### config.mk
export PLATFORM = sky130hd
export DESIGN_NAME = dac_sqrt_stage
export DESIGN_NICKNAME = d
export VERILOG_FILES = /design/src/dac_pkg.sv /design/src/dac_sqrt_stage.sv
export SDC_FILE = /design/constraint.sdc
export NUM_CORES = 1
export LEC_CHECK = 0
export BUFFER_PORTS_ARGS = -buffer_cell sky130_fd_sc_hd__buf_2
export CAP_MARGIN = 20
export CORE_AREA = 3 3 234 236
export CTS_CLUSTER_DIAMETER = 80
export DETAILED_ROUTE_END_ITERATION = 16
export DIE_AREA = 0 0 237 239
export PLACE_DENSITY = 0.45
export SLEW_MARGIN = 5
export SYNTH_ARGS = -nofsm -noshare
export SYNTH_HDL_FRONTEND = slang
export SYNTH_SLANG_ARGS = --single-unit
### constraint.sdc
create_clock -name clock -period 15.25 [get_ports clock]
set_clock_uncertainty 0.15 [all_clocks]
set_input_delay 0.7625 -clock clock [delete_from_list [all_inputs] [get_ports clock]]
set_output_delay 0.7625 -clock clock [all_outputs]
set_load 0.05 [all_outputs]
### src/dac_pkg.sv
// shared types, constants and cordic helpers for the direction angle converter
// no dependencies; used by every module of the block
package dac_pkg;

   localparam int DAC_ROTATION_STEPS = 16;
   localparam int DAC_TABLE_LEN      = 24;
   localparam int DAC_SQRT_STAGES    = 16;

   localparam logic signed [35:0] DAC_START_GAIN  = 36'sd652032874;
   localparam logic signed [26:0] DAC_QUARTER_ANG = 27'sd4194304;

   typedef enum logic {
      OP_TO_ANGLES = 1'b0,
      OP_TO_VECTOR = 1'b1
   } opcode_type;

   typedef struct packed {
      logic signed [35:0] cx;
      logic signed [35:0] cy;
      logic signed [26:0] acc;
   } lane_type;

   typedef struct packed {
      opcode_type  mode;
      logic        zero_a;
      logic        neg_a;
      logic        neg_b;
      lane_type    lane_a;
      lane_type    lane_b;
      logic [62:0] rem;
      logic [30:0] root;
   } pipe_type;

   // round(atan(2^-i) * 2^24 / pi)
   function automatic logic signed [26:0] atan_entry(input int idx);
      logic signed [26:0] t;
      case (idx)
         0:       t = 27'sd4194304;
         1:       t = 27'sd2476042;
         2:       t = 27'sd1308273;
         3:       t = 27'sd664100;
         4:       t = 27'sd333339;
         5:       t = 27'sd166832;
         6:       t = 27'sd83436;
         7:       t = 27'sd41721;
         8:       t = 27'sd20861;
         9:       t = 27'sd10430;
         10:      t = 27'sd5215;
         11:      t = 27'sd2608;
         12:      t = 27'sd1304;
         13:      t = 27'sd652;
         14:      t = 27'sd326;
         15:      t = 27'sd163;
         16:      t = 27'sd81;
         17:      t = 27'sd41;
         18:      t = 27'sd20;
         19:      t = 27'sd10;
         20:      t = 27'sd5;
         21:      t = 27'sd3;
         22:      t = 27'sd1;
         23:      t = 27'sd1;
         default: t = 27'sd0;
      endcase
      return t;
   endfunction

   // one micro-rotation; vectoring drives cy to zero, rotation drives acc to zero
   function automatic lane_type cordic_step(input lane_type l, input opcode_type mode,
                                            input int idx);
      lane_type           r;
      logic               sel;
      logic signed [35:0] sx;
      logic signed [35:0] sy;
      logic signed [26:0] t;
      sx  = l.cx >>> idx;
      sy  = l.cy >>> idx;
      t   = atan_entry(idx);
      sel = (mode == OP_TO_VECTOR) ? ~l.acc[26] : l.cy[35];
      if (sel) begin
         r.cx  = l.cx - sy;
         r.cy  = l.cy + sx;
         r.acc = l.acc - t;
      end else begin
         r.cx  = l.cx + sy;
         r.cy  = l.cy - sx;
         r.acc = l.acc + t;
      end
      return r;
   endfunction

endpackage

### src/dac_sqrt_stage.sv
// one stage of the digit-by-digit square root, two root bits per stage (one when HI_BIT is 0)
// depends on dac_pkg
module dac_sqrt_stage #(
   parameter int HI_BIT = 30
) (
   input  logic              clock,
   input  logic              reset,
   input  logic              en,
   input  logic              in_valid,
   input  dac_pkg::pipe_type in_pipe,
   output logic              out_valid,
   output dac_pkg::pipe_type out_pipe
);
   import dac_pkg::*;

   localparam int LO_BIT = (HI_BIT > 0) ? HI_BIT - 1 : 0;

   logic        valid_ff;
   pipe_type    pipe_ff;
   pipe_type    pipe_in;
   logic [62:0] trial;

   always_comb begin
      pipe_in = in_pipe;
      trial   = '0;
      for (int b = HI_BIT; b >= LO_BIT; b--) begin
         // (root + 2^b)^2 - root^2
         trial = ({32'b0, pipe_in.root} << (b + 1)) + (63'd1 << (2 * b));
         if (pipe_in.rem >= trial) begin
            pipe_in.rem  = pipe_in.rem - trial;
            pipe_in.root = pipe_in.root | (31'd1 << b);
         end
      end
   end

   always_ff @(posedge clock) begin
      if (reset) begin
         valid_ff <= 1'b0;
      end else if (en) begin
         valid_ff <= in_valid;
      end
   end

   always_ff @(posedge clock) begin
      if (en) begin
         pipe_ff <= pipe_in;
      end
   end

   assign out_valid = valid_ff;
   assign out_pipe  = pipe_ff;

endmodule

==> key figures, run 1 <==
Layout
  • Final net count: 1923
  • Flip-flop and latch area: 8910 sq um
  • Footprint of the multi-input gates: 4270 sq um
  • Layout cells sized above 1: 44.5%
  • Fillcell total: 5315
  • Area grow syn2layout: 37.6%

Floorplan
  • Row Count: 84
  • Die W: 237 um
  • Initial Util: 25.7%
  • Core area: 52700 sq um
  • Die area: ~57000 sq um
  • Die Span Y: 239 um
  • IO Pins: between 500 and 600

Setup path
  • CP Capture Type: flop
  • Startpoint types: input pin
  • Setup CP Type: in2reg
  • Worst reg2reg path depth: 2
  • CP required: 15390 ps
  • Crit path max fanout: 43
  • Worst Path Arrival: about 7400 ps
  • R2r setup slk: roughly 15000 ps

Clock network
  • Cts hold-fix bufs: 0
  • Clk sinks: 297
  • Clock latency on the worst-skew pair: 550 ps
  • Worst-path clk slew: 60 ps
  • H-Tree Depth: 2
  • Longest Clk Path Bufs: 3
  • Cts bufs inserted: 38
  • CTS tree: built
  • Root buffer cell: clkbuf_16
  • Resized Gates After CTS: 0
  • Setup bufs post-CTS: 0

Global route
  • Initial antenna violation count: 21
  • Tot GR Track Use: 19.3%
  • Vias in the first global route: 10600
  • First-pass GRT wire length: approximately 78000 um
  • Met3 GRT Util: roughly 4.8%
  • Most Used Layer, Global Route: met2
  • Grt total ovfl: 0
  • GR Util met2: 35.6%
  • Met1 Usage GRT: 22.5%
  • Largest net degree at the start of global routing: 100

Route
  • DRC: 0
  • Via count: 10600
  • ANT nets after route: 0
  • Routed WL: just under 60000 um
  • Initial DRC Count: around 550
  • Vias/cell: 4.65
  • Drt wl/cell: 25.3 um
  • Number of detailed-route iterations in the first pass: 5

Power
  • Pleak: 8.09 nW
  • Switching pwr: 1.02 mW
  • Pwr/cell area: 155 nW/um^2
  • Combinational power share: between 30% and 40%
  • Clock Power Share: 32.6%
  • Net Sw Frac: between 30 and 40%
  • Sequential Power Share: 36.0%
  • Int Power: around 1.9 mW
  • Peak supply drop: 0.0791 mV

Synth
  • Post-synthesis average cell area: about 15 sq um
  • Number of synthesized flops with an enable pin: 296
  • Register area share after synthesis: 66.0%
  • Gate Count Post-Synth: 930
  • Yosys warning count: 0
  • Async set or reset register ratio after synthesis: 0%
  • Mapped Nets: 1298
  • Synthesized area: 13500 sq um
  • Yosys cell types: 63
  • Top FF cell, synth: edfxtp_1
  • Post-synthesis register bit count: 297

Placement
  • I/O Buffers: 596
  • GP Congestion: 0.881
  • Post-detail-place hpwl: 46700 um

Status
  • Status: finished, final reports clean

Timing
  • Final period util: 47.5%
  • Slew headroom: 31.7%
  • Final Max Slew Viols: 0
  • RSZ-0062 raised after global routing: no
  • Maximum clock rate: 138 MHz
  • Period minus WS final: 7250 ps
  • Hold Worst Slack: 211 ps
  • Final Setup Violations: 0
  • Setup Total Neg Slack: 0 ps
  • Final hold vios: 0
  • Slew @ Worst Pin: 1030 ps

Flow run
  • Max-cap violations: 0

Hold path
  • Worst hold stages: 2
  • Hold Path Class: in2reg
## final cells by class
| cell class | count | area share [%] |
|---|---|---|
| antenna | 3 | 0.0404 |
| clock buffer | 48 | 5.49 |
| clock inverter | 22 | 1.51 |
| inverter | 54 | 1.09 |
| multi-input combinational | 562 | 23.0 |
| sequential | 297 | 47.9 |
| tap | 688 | 4.63 |
| timing repair buffer | 602 | 16.3 |
## cell families (layout without fill, tap and decap cells)
family	Yosys count	after routing	synth area share, %
compound gates	215	215	10.8
fa+ha+maj	68	68	6.41
buf+inv	71	726	2.42
flops	297	297	66.0
xor+xnor	53	53	3.44
simple gates	184	184	6.68
other cells	0	3	0
mux	42	42	4.26
## per-layer routing
layer	share of wire (%)	vias to the layer above	wire length, um
met5	0.19	-	107
met4	1.9	16	1100
met3	6.6	77	3810
met2	53	433	30500
met1	38	5201	22100
li1	-	4849	-
## through the flow
step                      total power, mW  setup WS (ps)  instances  utilization (%)  instance area, sq um
after floorplan                      1.71           9060        930                -                 13500
after global placement               1.97           7580       2203             32.8                 17300
after detailed placement             1.97           7400       2203             32.8                 17300
after CTS                            2.93           7960       2273             35.3                 18600
after global routing                 3.01           7490       2274             35.3                 18600
final                                2.88           8000       2276             35.3                 18600
## worst paths after layout
kind | start | end
min | reset | out_valid
max reg2reg | out_valid | out_valid
min reg2reg | out_valid | out_valid
max | in_pipe[62] | out_pipe[63]
## sequential cells by signal (all words and copies together), names as in the netlist
signal / count
out_pipe: 296
out_valid: 1
## synth_stat cells (8+ instances only)
cell type,n,area share (%)
nor3_1,13,0.48
nand3_1,15,0.56
a21oi_1,50,1.9
o21bai_1,8,0.44
a31oi_1,9,0.42
o21ai_1,10,0.37
o21ai_0,42,1.6
xnor2_1,36,2.3
nor4_1,9,0.42
mux2_2,8,0.67
clkbuf_1,13,0.36
xor2_1,17,1.1
edfxtp_1,296,66
and3_1,13,0.60
mux2_4,28,3.1
ha_1,66,6.1
o21a_1,8,0.44
nand2_1,58,1.6
a211oi_1,10,0.56
nor2_1,37,1.0
a21o_1,31,1.7
inv_1,54,1.5
## worst max-delay path: stages
cell	delay, ps
buf_2	110
inv_1	50
ha_1	150
inv_1	50
fa_1	430
a211oi_2	250
nor2_1	120
o31ai_4	290
a41oi_4	250
a31o_4	340
a31oi_4	370
buf_4	490
mux2_2	410
ha_1	330
a21o_1	200
a21oi_1	190
o21ai_1	130
o2111ai_1	250
nor4b_1	320
o21ai_1	140
a2111oi_1	530
o21ba_4	780
mux2_1	390
## cell usage in the layout (no fill, tap or decap), types with 5 or more instances in the layout
cell type	count
o211ai_1	5
nand3_1	15
nor2_1	37
nor2b_1	6
xor2_1	17
clkbuf_1	8
nor3_1	13
nand4_1	7
buf_4	6
mux2_4	28
clkinv_2	7
a21o_1	31
nor4_1	9
o21a_1	8
xnor2_1	36
bufinv_16	5
mux2_2	8
nand2b_1	7
nand2_1	58
a211oi_1	10
a21oi_1	50
clkbuf_16	39
o21ai_1	10
buf_2	595
o31ai_1	5
ha_1	66
o21bai_1	8
a31oi_1	9
and2_1	6
and3_1	13
o21ai_0	42
edfxtp_1	296
inv_1	54
## power groups by stage
stage	combinational [mW]	sequential, mW	clock [mW]
2_1_floorplan	0.346	1.36	0
3_3_place_gp	0.910	1.06	0
3_5_place_dp	0.913	1.05	0
4_1_cts	0.916	1.04	0.972
5_1_grt	0.958	1.05	1.01
6_report	0.904	1.04	0.940
(Power assumes the default switching activity.)
==> run 2, diff against run 1 <==
--- a/config.mk
+++ b/config.mk
@@ -5,13 +5,14 @@
 export SDC_FILE = /design/constraint.sdc
 export NUM_CORES = 1
 export LEC_CHECK = 0
+export ABC_AREA = 1
 export BUFFER_PORTS_ARGS = -buffer_cell sky130_fd_sc_hd__buf_2
 export CAP_MARGIN = 20
-export CORE_AREA = 3 3 234 236
+export CORE_AREA = 3 3 230 232
 export CTS_CLUSTER_DIAMETER = 80
 export DETAILED_ROUTE_END_ITERATION = 16
-export DIE_AREA = 0 0 237 239
-export PLACE_DENSITY = 0.45
+export DIE_AREA = 0 0 233 235
+export PLACE_DENSITY = 0.51
 export SLEW_MARGIN = 5
 export SYNTH_ARGS = -nofsm -noshare
 export SYNTH_HDL_FRONTEND = slang
==> constraint.sdc (replaced) <==
create_clock -name clock -period 6.3 [get_ports clock]
set_clock_uncertainty 0.15 [all_clocks]
set_input_delay 0.315 -clock clock [delete_from_list [all_inputs] [get_ports clock]]
set_output_delay 0.315 -clock clock [all_outputs]
set_load 0.05 [all_outputs]
==> key figures, run 2 <==
Synth
  • Synth top cells by count: 427 x nand2_1, 296 x edfxtp_1, 216 x inv_1
  • Synthesized area: 14800 sq um
  • Synth area leaders: edfxtp_1 60%, nand2_1 11%, ha_1 5.6%
  • Async set or reset register ratio after synthesis: 0%
  • Synth top area share: between 60% and 70%
  • Post-synthesis average cell area: 10.0 sq um
  • Yosys cell types: 41
  • Mapped Nets: 1840
  • Register area share after synthesis: 60.3%
  • Area leader, netlist: edfxtp_1
  • Post-synthesis register bit count: ~300
  • Yosys warning count: 0
  • Top FF cell, synth: edfxtp_1
  • Number of synthesized flops with an enable pin: 296
  • Gate Count Post-Synth: 1472
  • Leading cell type by number of instances after synthesis: nand2_1

Timing
  • Slew headroom: 36.2%
  • Final hold vios: 0
  • Final Setup Violations: 0
  • Maximum clock rate: 177 MHz
  • Slew @ Worst Pin: 956 ps
  • Period minus WS final: 5640 ps
  • Final period util: 89.5%
  • RSZ-0062 raised after global routing: no
  • Setup Total Neg Slack: 0 ps
  • Final Max Slew Viols: 0

Global route
  • Vias in the first global route: between 10000 and 15000
  • Grt total ovfl: 0
  • Largest net degree at the start of global routing: 127
  • Tot GR Track Use: 25.0%
  • Initial antenna violation count: 11
  • First-pass GRT wire length: 99400 um

Floorplan
  • Initial Util: 28.9%
  • Core area: 51200 sq um
  • Die Span Y: 235 um
  • Row Count: 83
  • IO Pins: 597
  • Die area: about 55000 sq um
  • Die W: 233 um

Flow run
  • Max-cap violations: 0

Clock network
  • Root buffer cell: clkbuf_16
  • Cts bufs inserted: 37
  • Clock latency on the worst-skew pair: about 540 ps
  • Clk sinks: ~300
  • Worst-path clk slew: 60 ps
  • CTS tree: built
  • H-Tree Depth: 2
  • Longest Clk Path Bufs: 3

Setup path
  • CP required: 6570 ps
  • Crit path max fanout: 40
  • Startpoint types: input pin
  • CP Capture Type: flop
  • Slowest Stage Delay on Critical Path: 540 ps
  • Critical path startpoint: in_pipe[29]
  • Worst Path Arrival: between 5000 and 6000 ps
  • RR Startpoint: out_valid
  • Critical path's slowest cell: dlygate4sd3_1
  • CP dominant cell by count: nand2_1
  • Setup CP Type: in2reg

Power
  • Clock Power Share: a little under a third
  • Combinational power share: approximately a third
  • Pleak: roughly 11 nW
  • Switching pwr: 2.77 mW
  • Peak supply drop: 0.165 mV
  • Sequential Power Share: a little over a third
  • Pwr/cell area: approximately 320 nW/um^2
  • Net Sw Frac: 38.6%
  • Int Power: 4.40 mW

Route
  • DRC: 0
  • Initial DRC Count: 890
  • ANT nets after route: 0
  • Via count: 14300
  • Drt wl/cell: 22.8 um
  • Vias/cell: 4.62
  • Number of detailed-route iterations in the first pass: 5
  • Routed WL: 70400 um

Placement
  • Post-detail-place hpwl: ~56000 um
  • GP Congestion: 0.921
  • I/O Buffers: 596
  • Inst Count DP: 2741

Layout
  • Fin cells: 3084
  • Most frequent cells in the layout: 595 x buf_2, 427 x nand2_1, 296 x edfxtp_1
  • Commonest non-fill, non-tap cell in the layout: buf_2
  • Final net count: 2734
  • Max FFs per register: 296
  • Area grow syn2layout: 52.4%
  • Layout cells sized above 1: 28.6%
  • Fillcell total: 4976

Hold path
  • Hold Startpoint: in_pipe[93]
  • Hold Path Class: in2reg

Status
  • Status: finished, final reports clean
-- run 2: changes by cell type in the layout (fill, tap and decap cells not counted), moves of 11 or more --
cell,before,now
a21o_1,31,10
and3_1,13,1
dlygate4sd3_1,0,266
inv_1,54,216
mux2_4,28,0
nand2_1,58,427
nand3_1,15,94
nand3b_1,0,11
nand4_1,7,34
nor2_1,37,121
o21ai_0,42,30
xnor2_1,36,12
-- run 2: worst paths after layout --
check	cells after the start	end	slack, ps
worst min-delay path	5	out_pipe[93]	140
worst max-delay path	29	out_pipe[73]	660
worst min register to register	3	out_valid	910
worst max register to register	3	out_valid	5000
-- run 2: cells by family after synthesis --
group	count (synthesis)	share of synthesized area (%)
xor gates and xnor gates	37	2.19
muxes	1	0.0678
buffers and inverters	235	6.49
adders and majority gates	68	5.86
and+or+nand+nor	724	20.8
DFF	297	60.3
AOI/OAI and AO/OA	110	4.24
-- run 2: layer usage --
layer | wire length [um] | share of wire (%) | GRT usage, % | vias up
li1 | - | - | - | 6741
met1 | 28600 | 41 | 30.2 | 6860
met2 | 33900 | 48 | 42.5 | 520
met3 | 3880 | 5.5 | 4.57 | 123
met4 | 3960 | 5.6 | 12.6 | 6
met5 | 42 | 0.060 | 0 | -
-- run 2: power groups by stage --
| stage | Combinational (mW) | Clock (mW) | Sequential (mW) |
|---|---|---|---|
| 3_5_place_dp | 2.31 | 0 | 2.55 |
| 4_1_cts | 2.46 | 2.25 | 2.52 |
| 6_report | 2.46 | 2.19 | 2.52 |
| 3_3_place_gp | 2.31 | 0 | 2.55 |
| 5_1_grt | 2.62 | 2.32 | 2.53 |
| 2_1_floorplan | 0.805 | 0 | 3.29 |
-- run 2: per-stage QoR --
step | power, mW | utilization, % | cell area [sq um] | worst slack (ps) | hold WS, ps
floorplan | 4.10 | - | 14800 | 2300 | 237
global placement | 4.86 | 36.3 | 18600 | 670 | 324
detailed placement | 4.86 | 36.3 | 18600 | 606 | 329
CTS | 7.22 | 43.9 | 22500 | 609 | 122
global route | 7.47 | 43.9 | 22500 | 210 | 163
finish | 7.17 | 44.0 | 22500 | 663 | 145
-- run 2: layout make-up --
| class | instances | area [sq um] | share of cell area [%] |
|---|---|---|---|
| Sequential cell | 297 | 8910 | 39.6 |
| Clock inverter | 27 | 290 | 1.29 |
| Inverter | 216 | 811 | 3.60 |
| Clock buffer | 40 | 958 | 4.26 |
| Antenna cell | 10 | 25.0 | 0.111 |
| Tap cell | 680 | 851 | 3.78 |
| Timing Repair Buffer | 874 | 5760 | 25.6 |
| Multi-Input combinational cell | 940 | 4910 | 21.8 |
-- run 2: what timing repair did --
item	CTS	global route
hold buffers	266	0
hold endpoints to repair	265	0
resized for setup	0	0
setup buffers	0	0
-- run 2: critical path: cells and delay by family --
kind            cells  cell delay, ps
compound gates      1             100
xor+xnor            1             180
fa+ha+maj           3             980
buf+inv             6            1470
simple gates       18            2820
==> run 3, diff against run 2 <==
--- a/config.mk
+++ b/config.mk
@@ -5,14 +5,13 @@
 export SDC_FILE = /design/constraint.sdc
 export NUM_CORES = 1
 export LEC_CHECK = 0
-export ABC_AREA = 1
 export BUFFER_PORTS_ARGS = -buffer_cell sky130_fd_sc_hd__buf_2
 export CAP_MARGIN = 20
-export CORE_AREA = 3 3 230 232
+export CORE_AREA = 3 3 229 231
 export CTS_CLUSTER_DIAMETER = 80
 export DETAILED_ROUTE_END_ITERATION = 16
-export DIE_AREA = 0 0 233 235
-export PLACE_DENSITY = 0.51
+export DIE_AREA = 0 0 232 234
+export PLACE_DENSITY = 0.49
 export SLEW_MARGIN = 5
 export SYNTH_ARGS = -nofsm -noshare
 export SYNTH_HDL_FRONTEND = slang
==> key figures, run 3 (same netlist as run 1, synthesis figures left out) <==
Timing
  • Slew headroom: around a third
  • Setup Total Neg Slack: 0 ps
  • Final Setup Violations: 0
  • Period minus WS final: 6110 ps
  • Final Max Slew Viols: 0
  • RSZ-0062 raised after global routing: no
  • Final period util: 97.0%
  • Final hold vios: 0
  • Slew @ Worst Pin: 991 ps
  • Maximum clock rate: 164 MHz

Route
  • Routed WL: 61400 um
  • Via count: 11800
  • Vias/cell: 4.59
  • Number of detailed-route iterations in the first pass: 5
  • Initial DRC Count: 645
  • DRC: 0
  • Drt wl/cell: 23.9 um
  • ANT nets after route: 0

Clock network
  • CTS tree: built
  • Root buffer cell: clkbuf_16
  • H-Tree Depth: 2
  • Clock latency on the worst-skew pair: 540 ps
  • Clk sinks: 297
  • Cts bufs inserted: 38
  • Longest Clk Path Bufs: 3
  • Worst-path clk slew: 60 ps

Floorplan
  • IO Pins: 597
  • Initial Util: a little over a quarter
  • Core area: 50300 sq um
  • Die W: 232 um
  • Die area: 54300 sq um
  • Die Span Y: 234 um
  • Row Count: 82

Layout
  • Final net count: approximately 2200
  • Max FFs per register: 296
  • Area grow syn2layout: 60.5%
  • Final core utilization: 43.1%
  • Layout cells sized above 1: about two fifths
  • Flip-flop and latch area: 8910 sq um
  • Commonest non-fill, non-tap cell in the layout: buf_2
  • Fillcell total: 4714
  • Finished Cell Area: 21700 sq um
  • Most frequent cells in the layout: 595 x buf_2, 296 x edfxtp_1, 264 x dlygate4sd3_1
  • Footprint of the multi-input gates: between 4000 and 5000 sq um

Hold path
  • Hold Startpoint: in_pipe[61]
  • Hold Path Class: in2reg

Setup path
  • Crit path max fanout: 9
  • CP Capture Type: flop
  • Critical path startpoint: in_pipe[0]
  • Worst Path Arrival: approximately 6400 ps
  • Startpoint types: input pin
  • Worst path bufs/invs: 6
  • Setup CP Type: in2reg
  • RR Startpoint: out_valid
  • Critical path's top delay family: compound AO/OA/AOI/OAI gates
  • Critical path's slowest cell: dlygate4sd3_1
  • CP required: 6550 ps
  • Slowest Stage Delay on Critical Path: 520 ps

Placement
  • GP Congestion: 0.871
  • Placed cell areas: 17600 sq um
  • Post-detail-place hpwl: 47600 um
  • I/O Buffers: approximately 600

Power
  • Peak supply drop: 0.192 mV
  • Total power: 7.23 mW
  • Pleak: 9.44 nW
  • Pwr/cell area: 334 nW/um^2

Global route
  • Largest net degree at the start of global routing: 168
  • Grt total ovfl: 0
  • First-pass GRT wire length: 83800 um
  • Tot GR Track Use: 21.3%
  • Vias in the first global route: between 10000 and 15000
  • Initial antenna violation count: 10

Flow run
  • Max-cap violations: 0

Status
  • Status: finished, final reports clean
run 3: cell types whose count changed in the layout (fill, tap and decap cells not counted), sizes merged, moves of 20 or more:
cell	previous run	this run
a21o	10	31
buf	608	643
inv	220	55
mux2	0	40
nand2	430	58
nand3	96	15
nand4	35	7
nor2	123	37
o21ai	32	52
xnor2	12	36
run 3: layout make-up:
class | instances | share of cell area [%]
clock inverters | 27 | 1.34
clock buffers | 42 | 4.55
repair buffers | 909 | 28.1
multi-input cells | 562 | 20.0
well taps | 672 | 3.88
inverters | 54 | 0.935
diodes | 6 | 0.0692
flip-flops and latches | 297 | 41.1
run 3: through the flow:
step                      hold slack [ps]  std cells  worst slack, ps
after detailed placement              330       2221             36.6
after floorplan                       237        930              556
after CTS                            39.5       2554             69.9
after global placement                325       2221              102
after global routing                 77.1       2568             28.1
final                                78.5       2569              189
run 3: final timing paths:
kind	end	slack (ps)	cells past startpoint
max	out_pipe[87]	190	25
min	out_pipe[61]	80	3
max reg2reg	out_valid	4990	3
min reg2reg	out_valid	920	3
run 3: timing repair:
item                                    CTS  global route
setup buffers                             0             7
hold buffers                            264             0
resized for setup                         0            20
endpoints found under the setup margin    0            34
endpoints found under the hold margin   263             0
run 3: per-layer routing:
metal  up-vias  GRT usage (%)  wire length (um)
met5         -              0                41
met2       446           37.6             30800
met4         6           8.42              2440
met1      5767           25.3             24600
li1       5467              -                 -
met3        99           4.57              3520
run 3: worst reg2reg max path, delay by kind of cell (launching register included):
kind / cells / cell delay [ps]
buf+inv: 1 / 560
flops: 1 / 300
mux: 1 / 120
simple gates: 1 / 60
run 3: power by group:
group / total [mW] / switching, mW / internal [mW]
Combinational: 2.50 / 1.60 / 0.899
Clock: 2.22 / 0.904 / 1.31
Sequential: 2.52 / 0.0706 / 2.45
Total: 7.23 / 2.57 / 4.66
