$ cat src/dac_pkg.sv
// shared types, constants and cordic helpers for the direction angle converter
// no dependencies; used by every module of the block
package dac_pkg;

   localparam int DAC_ROTATION_STEPS = 16;
   localparam int DAC_TABLE_LEN      = 24;
   localparam int DAC_SQRT_STAGES    = 16;

   localparam logic signed [35:0] DAC_START_GAIN  = 36'sd652032874;
   localparam logic signed [26:0] DAC_QUARTER_ANG = 27'sd4194304;

   typedef enum logic {
      OP_TO_ANGLES = 1'b0,
      OP_TO_VECTOR = 1'b1
   } opcode_type;

   typedef struct packed {
      logic signed [35:0] cx;
      logic signed [35:0] cy;
      logic signed [26:0] acc;
   } lane_type;

   typedef struct packed {
      opcode_type  mode;
      logic        zero_a;
      logic        neg_a;
      logic        neg_b;
      lane_type    lane_a;
      lane_type    lane_b;
      logic [62:0] rem;
      logic [30:0] root;
   } pipe_type;

   // round(atan(2^-i) * 2^24 / pi)
   function automatic logic signed [26:0] atan_entry(input int idx);
      logic signed [26:0] t;
      case (idx)
         0:       t = 27'sd4194304;
         1:       t = 27'sd2476042;
         2:       t = 27'sd1308273;
         3:       t = 27'sd664100;
         4:       t = 27'sd333339;
         5:       t = 27'sd166832;
         6:       t = 27'sd83436;
         7:       t = 27'sd41721;
         8:       t = 27'sd20861;
         9:       t = 27'sd10430;
         10:      t = 27'sd5215;
         11:      t = 27'sd2608;
         12:      t = 27'sd1304;
         13:      t = 27'sd652;
         14:      t = 27'sd326;
         15:      t = 27'sd163;
         16:      t = 27'sd81;
         17:      t = 27'sd41;
         18:      t = 27'sd20;
         19:      t = 27'sd10;
         20:      t = 27'sd5;
         21:      t = 27'sd3;
         22:      t = 27'sd1;
         23:      t = 27'sd1;
         default: t = 27'sd0;
      endcase
      return t;
   endfunction

   // one micro-rotation; vectoring drives cy to zero, rotation drives acc to zero
   function automatic lane_type cordic_step(input lane_type l, input opcode_type mode,
                                            input int idx);
      lane_type           r;
      logic               sel;
      logic signed [35:0] sx;
      logic signed [35:0] sy;
      logic signed [26:0] t;
      sx  = l.cx >>> idx;
      sy  = l.cy >>> idx;
      t   = atan_entry(idx);
      sel = (mode == OP_TO_VECTOR) ? ~l.acc[26] : l.cy[35];
      if (sel) begin
         r.cx  = l.cx - sy;
         r.cy  = l.cy + sx;
         r.acc = l.acc - t;
      end else begin
         r.cx  = l.cx + sy;
         r.cy  = l.cy - sx;
         r.acc = l.acc + t;
      end
      return r;
   endfunction

endpackage

$ cat src/dac_front.sv
// input stage: clamps y, squares it, folds angles and sets up both cordic lanes
// depends on dac_pkg
module dac_front (
   input  logic               clock,
   input  logic               reset,
   input  logic               en,
   input  logic               in_valid,
   input  logic               opcode,
   input  logic signed [15:0] in_x,
   input  logic signed [15:0] in_y,
   input  logic signed [15:0] in_z,
   input  logic signed [15:0] in_azimuth,
   input  logic signed [15:0] in_elevation,
   output logic               out_valid,
   output dac_pkg::pipe_type  out_pipe
);
   import dac_pkg::*;

   // {negate, folded angle}
   function automatic logic [17:0] fold_angle(input logic signed [15:0] a);
      logic signed [16:0] w;
      logic               neg;
      w   = {a[15], a};
      neg = 1'b0;
      if (w > 17'sd16384) begin
         w   = w - 17'sd32768;
         neg = 1'b1;
      end else if (w < -17'sd16384) begin
         w   = w + 17'sd32768;
         neg = 1'b1;
      end
      return {neg, w};
   endfunction

   logic               valid_ff;
   pipe_type           pipe_ff;
   pipe_type           pipe_in;
   logic signed [15:0] y_c;
   logic signed [31:0] ysq;
   logic [28:0]        rem29;
   logic signed [35:0] x36;
   logic signed [35:0] z36;
   logic [17:0]        fa;
   logic [17:0]        fe;

   always_comb begin
      pipe_in      = '0;
      pipe_in.mode = opcode_type'(opcode);
      if (in_y > 16'sd16384) y_c = 16'sd16384;
      else if (in_y < -16'sd16384) y_c = -16'sd16384;
      else y_c = in_y;
      ysq   = y_c * y_c;
      rem29 = 29'(32'sd268435456 - ysq);
      x36   = {{4{in_x[15]}}, in_x, 16'b0};
      z36   = {{4{in_z[15]}}, in_z, 16'b0};
      fa    = fold_angle(in_azimuth);
      fe    = fold_angle(in_elevation);
      if (pipe_in.mode == OP_TO_ANGLES) begin
         pipe_in.zero_a = (in_x == 16'sd0) && (in_z == 16'sd0);
         // move a left half-plane vector into the right half-plane first
         if (in_z[15]) begin
            if (!in_x[15]) begin
               pipe_in.lane_a.cx  = x36;
               pipe_in.lane_a.cy  = -z36;
               pipe_in.lane_a.acc = DAC_QUARTER_ANG;
            end else begin
               pipe_in.lane_a.cx  = -x36;
               pipe_in.lane_a.cy  = z36;
               pipe_in.lane_a.acc = -DAC_QUARTER_ANG;
            end
         end else begin
            pipe_in.lane_a.cx  = z36;
            pipe_in.lane_a.cy  = x36;
            pipe_in.lane_a.acc = 27'sd0;
         end
         pipe_in.lane_b.cy = {{4{y_c[15]}}, y_c, 16'b0};
         pipe_in.rem       = {2'b0, rem29, 32'b0};
      end else begin
         pipe_in.neg_a      = fa[17];
         pipe_in.neg_b      = fe[17];
         pipe_in.lane_a.cx  = DAC_START_GAIN;
         pipe_in.lane_a.acc = {{2{fa[16]}}, fa[16:0], 8'b0};
         pipe_in.lane_b.cx  = DAC_START_GAIN;
         pipe_in.lane_b.acc = {{2{fe[16]}}, fe[16:0], 8'b0};
      end
   end

   always_ff @(posedge clock) begin
      if (reset) begin
         valid_ff <= 1'b0;
      end else if (en) begin
         valid_ff <= in_valid;
      end
   end

   always_ff @(posedge clock) begin
      if (en) begin
         pipe_ff <= pipe_in;
      end
   end

   assign out_valid = valid_ff;
   assign out_pipe  = pipe_ff;

endmodule

$ cat config.mk
export PLATFORM = sky130hd
export DESIGN_NAME = dac_front
export DESIGN_NICKNAME = d
export VERILOG_FILES = /design/src/dac_pkg.sv /design/src/dac_front.sv
export SDC_FILE = /design/constraint.sdc
export NUM_CORES = 1
export LEC_CHECK = 0
export BUFFER_PORTS_ARGS = -buffer_cell sky130_fd_sc_hd__buf_2
export CAP_MARGIN = 20
export CORE_AREA = 2 2 164 166
export DETAILED_ROUTE_END_ITERATION = 10
export DIE_AREA = 0 0 166 168
export PLACE_DENSITY = 0.88
export RECOVER_POWER = 100
export SLEW_MARGIN = 40
export SYNTH_ARGS = -nofsm -noshare
export SYNTH_HDL_FRONTEND = slang
export SYNTH_SLANG_ARGS = --single-unit
$ cat constraint.sdc
create_clock -name clock -period 12.6 [get_ports clock]
set_input_delay 1.89 -clock clock [delete_from_list [all_inputs] [get_ports clock]]
set_output_delay 1.89 -clock clock [all_outputs]
set_load 0.05 [all_outputs]
==> results.json, run 1 <==
{
  "status": "complete, but fails checks",
  "violations": "max-capacitance violations, max-slew violations",
  "fmaxAchievable_mhz": 98.5,
  "reg2reg_setup_slack_ps": 11970,
  "cts.path.max_buffers": 2,
  "avgSynthCellArea_um2": 9.65,
  "place_area_mm2": 0.0161,
  "place_congestion": 0.944,
  "synth_edf_count": 122,
  "postRouteAntennaNets": 0,
  "die_h_um": 168,
  "ys_seq_area_share_pct": 23.9,
  "die_w_um": 166,
  "crit-reg2reg-launch": "out_valid$_SDFFE_PP0P_",
  "final.setup_skew_ps": 0,
  "yosysUniqueCellTypes": 53,
  "min_to": "out_valid$_SDFFE_PP0P_",
  "cp-end-kind": "flop",
  "synthCells": 1599,
  "cap_violations": 5,
  "portBuffers": 243,
  "finish.instance_area_mm2": 0.0164,
  "cpMostUsedCell": "fa_1",
  "nNetsFinal": 2164,
  "worst_setup_path_start_kind": "input port",
  "hold_viol_final": 0,
  "setup_tns_ps": 0,
  "cts_resized": 0,
  "drc_errors": 0,
  "cts_made_buffers": 17,
  "reg2reg_to": "out_valid$_SDFFE_PP0P_",
  "cts_tree": "yes",
  "grt_pass1_wl_um": 57100,
  "ys_ff_latch": 123,
  "worstHoldStart": "out_valid$_SDFFE_PP0P_",
  "slew_headroom_pct": -173,
  "start_util_pct": 58.5,
  "rows": 60,
  "mostFrequentLayoutCell": "inv_1",
  "postCtsHoldBufs": 0,
  "cp_data_arrival_time_ps": 10250,
  "yosysWarnings": 0,
  "worstPathCellList": "clkbuf_1 -> xnor2_1 -> and2_0 -> nand2_1 -> fa_1 -> inv_1 -> fa_1 -> inv_1 -> fa_1 -> fa_1 -> fa_1 -> inv_1 -> fa_1 -> inv_1 -> ha_1 -> nand2_1 -> or2_2 -> nand3b_1 -> a41oi_1 -> o211ai_1 -> o21ai_0 -> xnor2_1 -> nor2_1",
  "final_layout_size_suffix_gt1_share_pct": 6.56,
  "dp_hpwl_um": 30000,
  "grtUsageTotal_pct": 26.1,
  "cts-root-buf": "clkbuf_16",
  "reg2reg_depth": 2,
  "syn2layout_area_growth_pct": 6.35,
  "core_area_mm2": 0.0264,
  "first_iter_violations": 1073,
  "vias_per_cell": 5.23,
  "grt_max_degree": 76,
  "first_pass_iters": 6,
  "worstHoldPathType": "flop to flop",
  "io-pin-count": 382,
  "layout_common_cells": "inv_1 (355), fa_1 (215), clkbuf_1 (166)",
  "period_share_pct": 80.5,
  "rsz0062_at_grt": "false",
  "setup_viol": 0,
  "postCtsSetupBuffers": 0,
  "slowest_delay_ps": 1710,
  "clk_pin_slew_worst_paths_ps": 70,
  "min_period_ps": 10150,
  "routedWlPerCell_um": 17.3,
  "via_count": 11123,
  "drt_wl_total_um": 36800,
  "required_ps": 12700,
  "cts.sinks": 123,
  "slew_viol_final": 260,
  "worst_slew_pin_slew_ps": 4090,
  "critPathKind": "input port to flop",
  "antenna_found_initial": 2,
  "synth.cell_area_mm2": 0.0154,
  "htree_levels": 4,
  "synthFlopType": "edfxtp_1",
  "grt_pass1_vias": 11214,
  "cp_slowest_cell": "xnor2_1",
  "min_path_cells": 2,
  "cp_max_fo": 27,
  "die_area_mm2": 0.0279,
  "ys_async_sr_fraction_pct": 0,
  "worst_skew_pair.late_latency_ps": 410,
  "grt_overflow": 0
}
==> how the worst max path moves through the flow <==
stage / startpoint / end / slack [ps] / cells after the start
6_report: in_y[15] / out_pipe[91]$_SDFFCE_PP0P_ / 2450 / 23
5_1_grt: in_y[15] / out_pipe[91]$_SDFFCE_PP0P_ / 2050 / 23
4_1_cts: in_y[15] / out_pipe[91]$_SDFFCE_PP0P_ / 3630 / 25
3_5_place_dp: in_y[4] / out_pipe[91]$_SDFFCE_PP0P_ / 3190 / 25
3_3_place_gp: in_y[4] / out_pipe[91]$_SDFFCE_PP0P_ / 3110 / 25
2_1_floorplan: in_y[4] / out_pipe[91]$_SDFFCE_PP0P_ / 4050 / 27
==> area by class of cell <==
class / count / area, µm²
timing repair buffer: 245 / 1020
tap: 341 / 427
fill: 2197 / 9940
inverter: 355 / 1330
multi-input combinational: 1029 / 9370
antenna: 1 / 2.50
clock buffer: 18 / 429
clock inverter: 14 / 138
sequential: 123 / 3680
==> layer usage <==
metal / vias to the layer above / track usage [%] / wire (µm)
li1: 5005 / - / -
met1: 5422 / 30.6 / 13600
met2: 585 / 45.7 / 18400
met3: 111 / 4.91 / 2770
met4: 0 / 14.2 / 1990
met5: - / 0 / 0
==> synth_stat cells, types with 9 or more instances <==
library cell | instances | area (µm²)
a211oi_1 | 17 | 128
a21o_1 | 11 | 82.6
a21oi_1 | 25 | 125
a311oi_1 | 9 | 78.8
and2_1 | 46 | 288
and3_1 | 44 | 275
buf_4 | 174 | 1310
clkbuf_1 | 53 | 199
edfxtp_1 | 122 | 3660
fa_1 | 215 | 4300
ha_1 | 93 | 1160
inv_1 | 355 | 1330
nand2_1 | 112 | 420
nand3_1 | 14 | 70.1
nor2_1 | 71 | 267
nor2b_1 | 15 | 93.8
nor3_1 | 16 | 80.1
nor4_1 | 11 | 68.8
o21ai_0 | 38 | 190
or3_1 | 12 | 75.1
xnor2_1 | 44 | 385
xor2_1 | 23 | 201
==> cell families (layout without fill, tap and decap cells) <==
| logic type | Yosys count | count (layout) | synth area share (%) |
|---|---|---|---|
| multiplexers | 8 | 8 | 0.535 |
| flip-flops | 123 | 123 | 23.9 |
| AND/OR/NAND/NOR | 367 | 367 | 11.8 |
| adder cells (fa/ha/maj) | 308 | 308 | 35.4 |
| AO/OA/AOI/OAI | 136 | 136 | 5.89 |
| other | 1 | 143 | 0.0243 |
| XOR/XNOR | 68 | 68 | 3.91 |
| buffers and inverters | 588 | 632 | 18.5 |
==> state kept, by name, summed over array words and instances (netlist names) <==
name,count
out_pipe,122
out_valid,1
==> worst max-delay path, delay by kind of cell <==
kind	cells	cell delay, ps
AOI/OAI and AO/OA	3	1000
xor gates and xnor gates	2	1850
adders and majority gates	7	3400
buffers and inverters	5	600
and+or+nand+nor	6	1490
==> stage by stage <==
step           hold slack, ps  setup WS [ps]  cells  utilization, %
2_1_floorplan             733           4050   1740               -
3_5_place_dp              497           3190   2093            61.1
5_1_grt                   535           2050   2126            62.3
3_3_place_gp              466           3110   2093            61.1
6_report                  506           2450   2126            62.3
4_1_cts                   514           3630   2125            63.3
Power of run 1 is not shown: default switching activity piles up to over one toggle a cycle in this logic, so the estimate is an artifact.
==> run 2, diff against run 1 <==
- ABC_AREA: default -> 1
- CORE_AREA: 2 2 164 166 -> 2 2 171 173
- DIE_AREA: 0 0 166 168 -> 0 0 173 175
- PLACE_DENSITY: 0.88 -> 0.83
- clock period: 12.6 -> 9.4 ns (I/O delays scaled with it)
==> results.json, run 2 <==
{
  "status": "complete, but fails checks",
  "violations": "max-capacitance violations, max-slew violations",
  "syn2layout_area_growth_pct": 7.55,
  "cts_tree": "yes",
  "synth_edf_count": 122,
  "portBuffers": 243,
  "via_count": 12086,
  "final.setup_skew_ps": 0,
  "hold_viol_final": 0,
  "fmaxAchievable_mhz": 117,
  "die_area_mm2": 0.0303,
  "grt_overflow": 0,
  "final_layout_size_suffix_gt1_share_pct": 7.68,
  "reg2reg_depth": 2,
  "cts.path.max_buffers": 2,
  "fill_cells": 2507,
  "cp-end-kind": "flop",
  "die_w_um": 173,
  "cts-root-buf": "clkbuf_16",
  "cp_data_arrival_time_ps": 8760,
  "crit-reg2reg-launch": "out_valid$_SDFFE_PP0P_",
  "vias_per_cell": 5.06,
  "postCtsSetupBuffers": 0,
  "routedWlPerCell_um": 17.2,
  "first_iter_violations": 978,
  "setup_tns_ps": 0,
  "antenna_cells": 0,
  "htree_levels": 4,
  "grt_max_degree": 81,
  "period_share_pct": 91.2,
  "yosys-top-cells-count": "inv_1 (451), nand2_1 (216), fa_1 (215), buf_4 (174), nor2_1 (145)",
  "rsz0062_at_grt": "false",
  "ys_ff_latch": 123,
  "rows": 62,
  "yosysTopAreaCell": "fa_1",
  "postRouteAntennaNets": 0,
  "place_congestion": 0.977,
  "cp_slowest_cell": "fa_1",
  "critPathKind": "input port to flop",
  "cpMostUsedCell": "inv_1",
  "slew_viol_final": 245,
  "cp_max_fo": 21,
  "mostFrequentLayoutCell": "inv_1",
  "min_to": "out_valid$_SDFFE_PP0P_",
  "start_util_pct": 55.6,
  "multi_input_area_mm2": 0.00936,
  "synth.cell_area_mm2": 0.0158,
  "worst_skew_pair.late_latency_ps": 430,
  "nNetsFinal": 2386,
  "setup_viol": 0,
  "first_pass_iters": 5,
  "cts_resized": 0,
  "drt_wl_total_um": 41100,
  "avgSynthCellArea_um2": 8.81,
  "core_area_mm2": 0.0284,
  "synthFlopType": "edfxtp_1",
  "reg2reg_setup_slack_ps": 8750,
  "ys_seq_area_share_pct": 23.3,
  "io-pin-count": 382,
  "largest_reg_flops": 122,
  "grt_pass1_vias": 12376,
  "worst_slew_pin_slew_ps": 4150,
  "yosysUniqueCellTypes": 55,
  "min_period_ps": 8570,
  "slew_headroom_pct": -177,
  "drc_errors": 0,
  "slowest_delay_ps": 550,
  "synthCells": 1790,
  "yosys.cell_count.top_type": "inv_1",
  "antenna_found_initial": 3,
  "cap_violations": 4,
  "yosysWarnings": 0,
  "postCtsHoldBufs": 0,
  "min_path_cells": 2,
  "clk_pin_slew_worst_paths_ps": 70,
  "grt_pass1_wl_um": 64100,
  "dp_hpwl_um": 33500,
  "worstHoldStart": "out_valid$_SDFFE_PP0P_",
  "required_ps": 9590,
  "worst_setup_path_start_kind": "input port",
  "finish.instance_area_mm2": 0.0170,
  "stdcell_count": 2390,
  "ff_latch_area_mm2": 0.00368,
  "cts_made_buffers": 17,
  "yosysTopAreaCellShare_pct": 27.3,
  "yosys-top-cells-area": "fa_1 (27%), edfxtp_1 (23%), inv_1 (11%), buf_4 (8.3%), ha_1 (7.4%)",
  "place_area_mm2": 0.0166,
  "ys_async_sr_fraction_pct": 0,
  "die_h_um": 175,
  "grtUsageTotal_pct": 27.7,
  "cts.sinks": 123,
  "reg2reg_to": "out_valid$_SDFFE_PP0P_",
  "dp.cells": 2358,
  "layout_common_cells": "inv_1 (452), nand2_1 (216), fa_1 (215)",
  "worstHoldPathType": "flop to flop"
}
==> run 2: changes by cell type in the layout (fill, tap and decap cells not counted), sizes merged, moves of 44 or more <==
cell,before,now
inv,361,467
nand2,112,224
a21oi,26,86
nor2,71,153
and2,46,1
and3,44,0
==> run 2: how the worst max path moves through the flow <==
stage,start,to,slack [ps],depth (start not counted)
after global placement,in_y[3],out_pipe[91]$_SDFFCE_PP0P_,960,32
after global routing,in_y[14],out_pipe[91]$_SDFFCE_PP0P_,450,30
after CTS,in_y[0],out_pipe[91]$_SDFFCE_PP0P_,1310,32
final,in_y[14],out_pipe[91]$_SDFFCE_PP0P_,830,30
after detailed placement,in_y[0],out_pipe[91]$_SDFFCE_PP0P_,860,32
after floorplan,in_y[9],out_pipe[91]$_SDFFCE_PP0P_,1830,32
==> run 2: kinds of logic (layout without fill, tap and decap cells) <==
family / Yosys count / count (layout) / synth area share [%]
buffers and inverters: 672 / 747 / 20.5
flip-flops: 123 / 123 / 23.3
other: 1 / 142 / 0.0238
XOR/XNOR: 32 / 32 / 1.78
adder cells (fa/ha/maj): 308 / 308 / 34.7
multiplexers: 1 / 1 / 0.0634
AO/OA/AOI/OAI: 184 / 184 / 6.62
AND/OR/NAND/NOR: 469 / 469 / 13.0
==> run 2: cell type report <==
type,instances,area share (%)
multi-input combinational,1136,55.1
clock buffer,18,2.59
sequential,123,21.7
timing repair buffer,253,6.35
tap,384,2.83
clock inverter,14,1.14
inverter,462,10.2
==> run 2: worst max-delay path, delay by kind of cell <==
kind / cells / cell delay [ps]
fa+ha+maj: 7 / 3390
simple gates: 10 / 1630
buf+inv: 9 / 1510
compound gates: 4 / 770
==> run 2: metal layers <==
| layer | GRT usage, % | up-vias | wire [µm] |
|---|---|---|---|
| li1 | - | 5547 | - |
| met1 | 31.9 | 5759 | 14800 |
| met2 | 49.3 | 642 | 20800 |
| met3 | 3.96 | 138 | 2830 |
| met4 | 16.2 | 0 | 2560 |
| met5 | 0 | - | 0 |
==> run 2: metrics by stage <==
| stage | hold WS, ps | setup WS, ps | utilization (%) |
|---|---|---|---|
| 6_report | 505 | 830 | 59.8 |
| 5_1_grt | 535 | 454 | 59.8 |
| 4_1_cts | 506 | 1310 | 60.6 |
| 3_5_place_dp | 493 | 858 | 58.4 |
| 3_3_place_gp | 467 | 965 | 58.4 |
| 2_1_floorplan | 733 | 1830 | - |
Power of run 2 is left out for the same reason.
==> run 3, diff against run 2 <==
- CORE_AREA: 2 2 171 173 -> 2 2 173 175
- DIE_AREA: 0 0 173 175 -> 0 0 175 177
- PLACE_DENSITY: 0.83 -> 0.82
==> results.json, run 3 (synthesized netlist as in run 2, its figures left out) <==
{
  "cts-root-buf": "clkbuf_16",
  "vias_per_cell": 5.04,
  "mostFrequentLayoutCell": "inv_1",
  "dp.cells": 2364,
  "min_period_ps": 8580,
  "cts_resized": 0,
  "p_clk_share_pct": 9.4,
  "cp-end-kind": "flop",
  "grt_max_degree": 84,
  "power.share.combinational_pct": 78.5,
  "core_area_mm2": 0.0292,
  "intPower_mw": 2.95,
  "period_share_pct": 91.3,
  "postLayoutCoreUtil_pct": 57.8,
  "syn2layout_area_growth_pct": 7.17,
  "fmaxAchievable_mhz": 117,
  "largest_reg_flops": 122,
  "p_leak_nw": 8.41,
  "pwr-share-seq_pct": 12.2,
  "worst_hold_slack_ps": 546,
  "cp_max_fo": 15,
  "status": "complete, but fails checks",
  "drt_wl_total_um": 39900,
  "via_count": 12064,
  "stdcell_count": 2396,
  "portBuffers": 243,
  "grtUsageTotal_pct": 26.3,
  "start_util_pct": 54.0,
  "cap_violations": 4,
  "die_h_um": 177,
  "clk_pin_slew_worst_paths_ps": 70,
  "setup_viol": 0,
  "grt_overflow": 0,
  "antenna_found_initial": 2,
  "cts.sinks": 123,
  "worst_skew_pair.late_latency_ps": 420,
  "drc_errors": 0,
  "die_area_mm2": 0.0310,
  "routedWlPerCell_um": 16.6,
  "slew_headroom_pct": -201,
  "critPathKind": "input port to flop",
  "dp_hpwl_um": 33100,
  "cp_data_arrival_time_ps": 8830,
  "hold_viol_final": 0,
  "switching_share_pct": 57.2,
  "io-pin-count": 382,
  "final.setup_skew_ps": 0,
  "die_w_um": 175,
  "cts_made_buffers": 17,
  "postCtsSetupBuffers": 0,
  "final_layout_size_suffix_gt1_share_pct": 7.53,
  "setup_tns_ps": 0,
  "power.total_mw": 6.89,
  "fill_cells": 2632,
  "worstHoldPathType": "flop to flop",
  "p_switching_mw": 3.94,
  "worst_slew_pin_slew_ps": 4510,
  "power.density_mw_per_mm2": 408,
  "required_ps": 9640,
  "first_iter_violations": 846,
  "cts.path.max_buffers": 2,
  "postRouteAntennaNets": 0,
  "rows": 63,
  "peakVddDrop_uv": 473,
  "layout_common_cells": "inv_1 (453), nand2_1 (216), fa_1 (215)",
  "grt_pass1_vias": 12206,
  "violations": "max-capacitance violations, max-slew violations",
  "htree_levels": 4,
  "cts_tree": "yes",
  "place_congestion": 0.967,
  "antenna_cells": 0,
  "rsz0062_at_grt": "false",
  "postCtsHoldBufs": 0,
  "grt_pass1_wl_um": 61900,
  "slew_viol_final": 200,
  "nNetsFinal": 2386,
  "first_pass_iters": 6,
  "worst_setup_path_start_kind": "input port"
}
==> run 3: cell count changes in the layout (fill, tap and decap cells not counted), sizes merged <==
cell      delta
bufinv       -3
clkinvlp     +3
clkinv       +2
buf          -1
inv          -1
==> run 3: final timing paths <==
path                           from                    endpoint  slack [ps]  depth (start not counted)
max                        in_y[14]  out_pipe[87]$_SDFFCE_PP0P_         820                         24
min          out_valid$_SDFFE_PP0P_      out_valid$_SDFFE_PP0P_         550                          2
max reg2reg  out_valid$_SDFFE_PP0P_      out_valid$_SDFFE_PP0P_        8670                          2
min reg2reg  out_valid$_SDFFE_PP0P_      out_valid$_SDFFE_PP0P_         550                          2
==> run 3: area by class of cell <==
cell class | instances | area (µm²) | area share [%]
repair buffers | 253 | 1070 | 6.33
clock buffers | 17 | 425 | 2.52
multi-input cells | 1136 | 9350 | 55.3
well taps | 390 | 488 | 2.89
flip-flops and latches | 123 | 3680 | 21.8
inverters | 462 | 1740 | 10.3
clock inverters | 15 | 150 | 0.888
==> run 3: power groups by stage <==
stage / clock network (mW) / registers, mW / logic (mW)
2_1_floorplan: 0 / 1.17 / 3.90
3_3_place_gp: 0 / 0.844 / 5.34
3_5_place_dp: 0 / 0.846 / 5.42
4_1_cts: 0.654 / 0.834 / 5.46
5_1_grt: 0.678 / 0.845 / 6.14
6_report: 0.645 / 0.839 / 5.41
==> run 3: worst max-delay path, cell delays in order <==
cell      delay [ps]
clkbuf_1         690
nor2_1           420
inv_1            280
nand3_1          290
inv_1            450
nand2_1          200
fa_1             570
inv_1             60
fa_1             490
fa_1             530
inv_1             50
fa_1             460
fa_1             550
inv_1             60
fa_1             530
inv_1             40
ha_1             370
nand2_1          130
nor4_1           400
nand4_1          150
nand3_1          170
a21o_1           170
o21ai_0           80
a21oi_1          230
==> run 3: metrics by stage <==
| step | worst slack [ps] | cell area [µm²] |
|---|---|---|
| 6_report | 818 | 16900 |
| 5_1_grt | 418 | 16900 |
| 4_1_cts | 1380 | 17200 |
| 3_5_place_dp | 951 | 16600 |
| 3_3_place_gp | 1140 | 16600 |
| 2_1_floorplan | 1830 | 16300 |
==> run 3: metal layers <==
| layer | share of wire [%] | wire [µm] | vias to the layer above | GRT usage (%) |
|---|---|---|---|---|
| li1 | - | - | 5547 | - |
| met1 | 35 | 14000 | 5757 | 28.8 |
| met2 | 51 | 20200 | 629 | 47.4 |
| met3 | 8.3 | 3330 | 131 | 5.41 |
| met4 | 6.0 | 2380 | 0 | 15.1 |
| met5 | 0 | 0 | - | 0 |
Note: power is estimated with default switching activity, not from simulation.
